[src/hdl/mvna_pkg.sv]
// Shared types, constants and helper functions of the vertex normal accumulator.
package mvna_pkg;

    localparam int VERTEX_DEPTH = 1024;
    localparam int VTX_AW = $clog2(VERTEX_DEPTH);
    localparam int IDX_W = 10;
    localparam int CRD_W = 16;
    localparam int ACC_W = 40;
    localparam int TAG_W = 8;
    localparam int NRM_W = 16;
    localparam int VTX_W = 3 * CRD_W;
    localparam int ACC_ENTRY_W = TAG_W + 3 * ACC_W;

    typedef logic [VTX_AW-1:0] t_addr;

    typedef enum logic [1:0] {
        OP_WRITE = 2'd0,
        OP_FACE  = 2'd1,
        OP_CLEAR = 2'd2,
        OP_READ  = 2'd3
    } t_op;

    typedef enum logic [4:0] {
        DP_NOP,
        DP_LOAD,
        DP_VWR,
        DP_VRD,
        DP_EDGE,
        DP_MUL,
        DP_CROSS,
        DP_ARD,
        DP_AWR,
        DP_NLOAD,
        DP_SHIFT,
        DP_SQ,
        DP_SQADD,
        DP_RINIT,
        DP_RSTEP,
        DP_DINIT,
        DP_DSTEP,
        DP_QSTORE,
        DP_DEG,
        DP_EPOCH,
        DP_CLR,
        DP_RES
    } t_dp_cmd;

    typedef struct packed {
        t_dp_cmd    cmd;
        logic [1:0] lane;
    } t_dp_ctl;

    typedef struct packed {
        t_op  op;
        logic face_ok;
        logic idx_ok;
        logic zero;
        logic norm_ok;
        logic root_last;
        logic div_last;
        logic clr_last;
        logic epoch_max;
    } t_dp_sts;

    function automatic logic idx_in_range(input logic [IDX_W-1:0] idx);
        return 32'(idx) < 32'(VERTEX_DEPTH);
    endfunction

    function automatic logic signed [ACC_W-1:0] sat_add(
        input logic signed [ACC_W-1:0] a,
        input logic signed [34:0]      b
    );
        logic signed [ACC_W:0] s;
        s = (ACC_W+1)'(a) + (ACC_W+1)'(b);
        if (s[ACC_W] != s[ACC_W-1]) begin
            return s[ACC_W] ? {1'b1, {(ACC_W-1){1'b0}}} : {1'b0, {(ACC_W-1){1'b1}}};
        end
        return s[ACC_W-1:0];
    endfunction

endpackage

[src/hdl/mvna_ctrl.sv]
// Controller state machine that sequences the datapath for each operation.
module mvna_ctrl (
    input  logic              i_clk,
    input  logic              i_rst_n,
    input  logic              i_in_valid,
    output logic              o_in_ready,
    output logic              o_out_valid,
    input  logic              i_out_ready,
    input  mvna_pkg::t_dp_sts i_sts,
    output mvna_pkg::t_dp_ctl o_ctl
);
    import mvna_pkg::*;

    typedef enum logic [4:0] {
        S_INIT, S_IDLE, S_DISPATCH, S_VRD, S_VWAIT, S_EDGE, S_MUL, S_CROSS,
        S_ARD, S_AWR, S_NRD, S_NLOAD, S_NCHK, S_SHIFT, S_SQ, S_SQADD,
        S_RINIT, S_RSTEP, S_DINIT, S_DSTEP, S_QSTORE, S_WRAP, S_DONE
    } t_state;

    t_state     r_state, n_state;
    logic [1:0] r_lane, n_lane;
    logic       r_out_valid, n_out_valid;
    t_dp_cmd    cmd;

    always_comb begin
        n_state     = r_state;
        n_lane      = r_lane;
        n_out_valid = r_out_valid && !i_out_ready;
        cmd         = DP_NOP;
        case (r_state)
            S_INIT: begin
                cmd = DP_CLR;
                if (i_sts.clr_last) n_state = S_IDLE;
            end
            S_IDLE: begin
                if (i_in_valid) begin
                    cmd     = DP_LOAD;
                    n_state = S_DISPATCH;
                end
            end
            S_DISPATCH: begin
                n_lane = 2'd0;
                case (i_sts.op)
                    OP_WRITE: begin
                        cmd     = DP_VWR;
                        n_state = S_DONE;
                    end
                    OP_FACE: begin
                        n_state = i_sts.face_ok ? S_VRD : S_DONE;
                    end
                    OP_CLEAR: begin
                        cmd     = DP_EPOCH;
                        n_state = i_sts.epoch_max ? S_WRAP : S_DONE;
                    end
                    OP_READ: begin
                        if (i_sts.idx_ok) begin
                            n_state = S_NRD;
                        end else begin
                            cmd     = DP_DEG;
                            n_state = S_DONE;
                        end
                    end
                    default: n_state = S_DONE;
                endcase
            end
            S_VRD: begin
                cmd = DP_VRD;
                if (r_lane == 2'd2) begin
                    n_state = S_VWAIT;
                end else begin
                    n_lane = r_lane + 2'd1;
                end
            end
            S_VWAIT: n_state = S_EDGE;
            S_EDGE: begin
                cmd     = DP_EDGE;
                n_state = S_MUL;
            end
            S_MUL: begin
                cmd     = DP_MUL;
                n_state = S_CROSS;
            end
            S_CROSS: begin
                cmd     = DP_CROSS;
                n_lane  = 2'd0;
                n_state = S_ARD;
            end
            S_ARD: begin
                cmd     = DP_ARD;
                n_state = S_AWR;
            end
            S_AWR: begin
                cmd = DP_AWR;
                if (r_lane == 2'd2) begin
                    n_state = S_DONE;
                end else begin
                    n_lane  = r_lane + 2'd1;
                    n_state = S_ARD;
                end
            end
            S_NRD: begin
                cmd     = DP_ARD;
                n_state = S_NLOAD;
            end
            S_NLOAD: begin
                cmd     = DP_NLOAD;
                n_state = S_NCHK;
            end
            S_NCHK: begin
                if (i_sts.zero) begin
                    cmd     = DP_DEG;
                    n_state = S_DONE;
                end else begin
                    n_state = S_SHIFT;
                end
            end
            S_SHIFT: begin
                if (i_sts.norm_ok) begin
                    n_lane  = 2'd0;
                    n_state = S_SQ;
                end else begin
                    cmd = DP_SHIFT;
                end
            end
            S_SQ: begin
                cmd     = DP_SQ;
                n_state = S_SQADD;
            end
            S_SQADD: begin
                cmd = DP_SQADD;
                if (r_lane == 2'd2) begin
                    n_state = S_RINIT;
                end else begin
                    n_lane  = r_lane + 2'd1;
                    n_state = S_SQ;
                end
            end
            S_RINIT: begin
                cmd     = DP_RINIT;
                n_state = S_RSTEP;
            end
            S_RSTEP: begin
                cmd = DP_RSTEP;
                if (i_sts.root_last) begin
                    n_lane  = 2'd0;
                    n_state = S_DINIT;
                end
            end
            S_DINIT: begin
                cmd     = DP_DINIT;
                n_state = S_DSTEP;
            end
            S_DSTEP: begin
                cmd = DP_DSTEP;
                if (i_sts.div_last) n_state = S_QSTORE;
            end
            S_QSTORE: begin
                cmd = DP_QSTORE;
                if (r_lane == 2'd2) begin
                    n_state = S_DONE;
                end else begin
                    n_lane  = r_lane + 2'd1;
                    n_state = S_DINIT;
                end
            end
            S_WRAP: begin
                cmd = DP_CLR;
                if (i_sts.clr_last) n_state = S_DONE;
            end
            S_DONE: begin
                if (!r_out_valid || i_out_ready) begin
                    cmd         = DP_RES;
                    n_out_valid = 1'b1;
                    n_state     = S_IDLE;
                end
            end
            default: n_state = S_IDLE;
        endcase
    end

    always_ff @(posedge i_clk) begin
        if (!i_rst_n) begin
            r_state     <= S_INIT;
            r_lane      <= 2'd0;
            r_out_valid <= 1'b0;
        end else begin
            r_state     <= n_state;
            r_lane      <= n_lane;
            r_out_valid <= n_out_valid;
        end
    end

    assign o_in_ready  = (r_state == S_IDLE);
    assign o_out_valid = r_out_valid;
    assign o_ctl.cmd   = cmd;
    assign o_ctl.lane  = r_lane;
endmodule

[config.mk]
export PLATFORM = sky130hd
export DESIGN_NAME = mvna_ctrl
export DESIGN_NICKNAME = d
export VERILOG_FILES = /design/src/hdl/mvna_pkg.sv /design/src/hdl/mvna_ctrl.sv
export SDC_FILE = /design/constraint.sdc
export NUM_CORES = 1
export LEC_CHECK = 0
export BUFFER_PORTS_ARGS = -buffer_cell sky130_fd_sc_hd__buf_2
export CAP_MARGIN = 20
export CORE_ASPECT_RATIO = 0.9
export CORE_UTILIZATION = 50
export DETAILED_ROUTE_END_ITERATION = 16
export GPL_TIMING_DRIVEN = 0
export PLACE_DENSITY = 0.76
export SLEW_MARGIN = 0
export SYNTH_ARGS = -nofsm -noshare
export SYNTH_HDL_FRONTEND = slang
export SYNTH_SLANG_ARGS = --single-unit
[constraint.sdc]
create_clock -name i_clk -period 1.8 [get_ports i_clk]
set_input_delay 0.27 -clock i_clk [delete_from_list [all_inputs] [get_ports i_clk]]
set_output_delay 0.27 -clock i_clk [all_outputs]
set_load 0.05 [all_outputs]
==> impl_metrics.yaml <==
detailed_routing:
  drt-wirelength-per-cell_um: 22.9
  num_vias: 1824
  drt_iter0_markers: 199
  route.met2.wl_um: 2330
  drc_errors: 0
  finalWirelength_um: 5510
  via_per_inst: 7.57
  highest_layer: "met4"
  dr.pass1.iters: 5
  routed-wl-met3_um: 861
  m1WireLength_um: 1940
  drtAntennaViolNets: 0
floorplan:
  dieArea_um2: 2510
  die_h_um: 47.7
  start_util: 0.531
  die_w_um: 52.7
  rows: 16
  ios: 23
  core_area_um2: 2180
timing:
  hold_viol: 0
  setup_viol: 13
  rsz0062_at_grt: "true"
  slew_violations: 0
  fin_crit_ns: 2.11
  worstMarginPinSlew_ns: 0.748
  setup-tns-final_ns: -1.87
  skew_ns: 0.00239
  slew-limit-headroom: 0.500
  max_freq_ghz: 0.474
  min_period_over_period: 1.17
  final.setup.worst_slack_ns: -0.308
clock_network:
  clock_path_buffers: 2
  cts_root_buf: "clkbuf_4"
  cts_tree: "built"
  htreeDepth: 1
  clock_latency_ns: 0.27
  cts_made_buffers: 3
  hold_buffers: 0
  clkSlewWorstSetupHoldPaths_ns: 0.06
  clock-sinks: 8
layout:
  antenna_cells: 0
  fillers: 84
  design_area_um2: 1960
  regArea_um2: 175
  multi_input_area_um2: 1140
  area_growth_pct: 69.1
  fin_nets: 230
  drive_gt1_frac: 0.561
yosys:
  synth_compound_area_frac: 0.457
  yosysTopAreaCell: "dfxtp_1"
  synth_top_family_by_area: "compound AO/OA/AOI/OAI gates"
  ys_warn_count: 0
  syn_inst: 167
  synthXorXnorAreaFrac: 0.0151
  synth.ff_latch_count: 8
  yosysSeqAreaShare: 0.138
  synth.avg_cell_area_um2: 6.94
  synth_edf_count: 0
  synth_cell_types: 56
  ys_async_sr_fraction: 0
  syn-num-nets: 182
  synth_flop_cell: "dfxtp_1"
  ys_top_cells_by_area: "dfxtp_1 14%, a21oi_1 9.1%, buf_2 3.9%"
  synth_fa_ha_area_frac: 0.0108
  yosysTopAreaCellShare: 0.138
  yosys.area_share.simple: 0.259
  synthMuxAreaShare: 0.0194
  syn_area_um2: 1160
critical_path:
  critical_path.max_stage_delay_ns: 0.43
  path_cells: "buf_6, buf_4, buf_6, or3b_4, o221ai_1, a31o_2, buf_6"
  crit_top_cell: "buf_6"
  r2r-end: "r_state[3]"
  crit_arrival_ns: 1.84
  critPathLaunchType: "register"
  crit_path_top_delay_cell: "or3b_4"
  path_buf_inv: 4
  reg2reg_slack_ns: -0.20
  critPathRequiredTime_ns: 1.53
  cp_top_family: "buffers and inverters"
  critPathKind: "reg2out"
  critPathMaxFanout: 6
  cp-end-kind: "output port"
  timing.rr.start: "r_state[0]"
  r2r_cells: 11
place:
  io_buffers: 22
  dp_hpwl_um: 2800
  dpl-instance-area_um2: 1350
  finalWeightedCongestion: 0.994
pwr:
  power_leakage_nw: 0.690
  powerDensity_nw_per_um2: 1550
  ir_drop_v: 0.00133
global_route:
  grt.overflow.total: 0
  antenna_found_initial: 0
  grt_max_degree: 11
  grt_pass1_wl_um: 6780
  grt_use_total: 0.384
  grt_pass1_vias: 1408
worst_hold_path:
  whs_path_depth: 2
  hp-start: "i_rst_n"
  holdPathEnd: "r_state[3]"
  hold_class: "in2reg"
outcome:
  status: "finished with violations"
  failed_checks: "setup timing"
flow_run:
  cap_violations: 0
[area by class of cell]
cell class,instances,area share
multi-input combinational,134,0.584
timing repair buffer,44,0.175
buffer,15,0.103
sequential,8,0.0894
inverter,9,0.0179
tap,27,0.0172
clock buffer,4,0.0134
[how the worst max path moves through the flow]
stage | depth (start not counted) | from | endpoint | slack, ns
2_1_floorplan | 7 | r_state[2] | o_ctl[6] | -0.21
3_3_place_gp | 6 | r_state[2] | r_state[3] | -0.43
3_5_place_dp | 7 | r_state[4] | o_ctl[6] | -0.42
4_1_cts | 7 | r_state[0] | o_ctl[2] | -0.26
5_1_grt | 7 | r_state[0] | o_ctl[2] | -0.36
6_report | 7 | r_state[0] | o_ctl[2] | -0.31
[stage by stage]
step	utilization	total power, W	worst slack (ns)	hold WS, ns	cells
6_report	0.898	0.00303	-0.308	0.243	241
4_1_cts	0.807	0.00262	-0.264	0.244	234
3_5_place_dp	0.620	0.00192	-0.418	0.445	216
3_3_place_gp	0.620	0.00190	-0.428	0.439	216
5_1_grt	0.898	0.00314	-0.359	0.240	241
2_1_floorplan	-	0.00160	-0.206	0.388	167
[flip-flops by register name, indices dropped and copies added (netlist names)]
name         flops
r_lane           2
r_state          5
o_out_valid      1
[cells in the final DEF (no fill, tap or decap), drive strengths merged, types with 2 or more instances in the layout]
cell and instances:
a2111oi 3, a211oi 5, a21oi 21, a22oi 3, a311oi 3, a31oi 3
and2 3, buf 57, clkbuf 6, dfxtp 8, inv 8, mux2 2
nand2 12, nand2b 4, nand3 6, nand4 3, nor2 12, nor2b 2
nor3 5, nor4 2, o211ai 2, o21a 3, o21ai 12, o221ai 2
o22ai 3, o32ai 2, or3 2, or3b 4
[synthesized netlist by cell type (all sizes together) (2+ instances only)]
library cell,n
clkbuf,3
a311oi,3
o221ai,2
nand2b,4
nand3,6
nor2,12
a211oi,5
a2111oi,3
o32ai,2
mux2,2
o21ai,12
nand4,3
inv,8
nor4,2
nand2,12
o211ai,2
a21oi,21
nor2b,2
o21a,3
o22ai,3
a31oi,3
and2,3
buf,13
or3,2
or3b,4
nor3,5
dfxtp,8
a22oi,3
[report_power, final]
part           switching, W  internal (W)
clock             0.0000696     0.0000853
combinational       0.00150       0.00111
sequential        0.0000377      0.000227
[cells by family after synthesis]
kind of cell	count (synthesis)
AOI/OAI and AO/OA	72
and+or+nand+nor	57
buffers and inverters	25
DFF	8
xor gates and xnor gates	2
muxes	2
adders and majority gates	1
[layer usage]
metal  vias up  global-route usage
met3        55               0.127
met1       819               0.512
met5         -                   0
met2       215               0.552
li1        735                   -
met4         0               0.195
[what timing repair did]
item | CTS | global route
setup endpoints to repair | 13 | 13
pin swaps | 7 | 8
cloned | 0 | 0
gates resized for setup | 77 | 34
setup buffers | 15 | 11
endpoints found under the hold margin | 0 | 0
No activity file was read; power rests on OpenSTA's default activity.
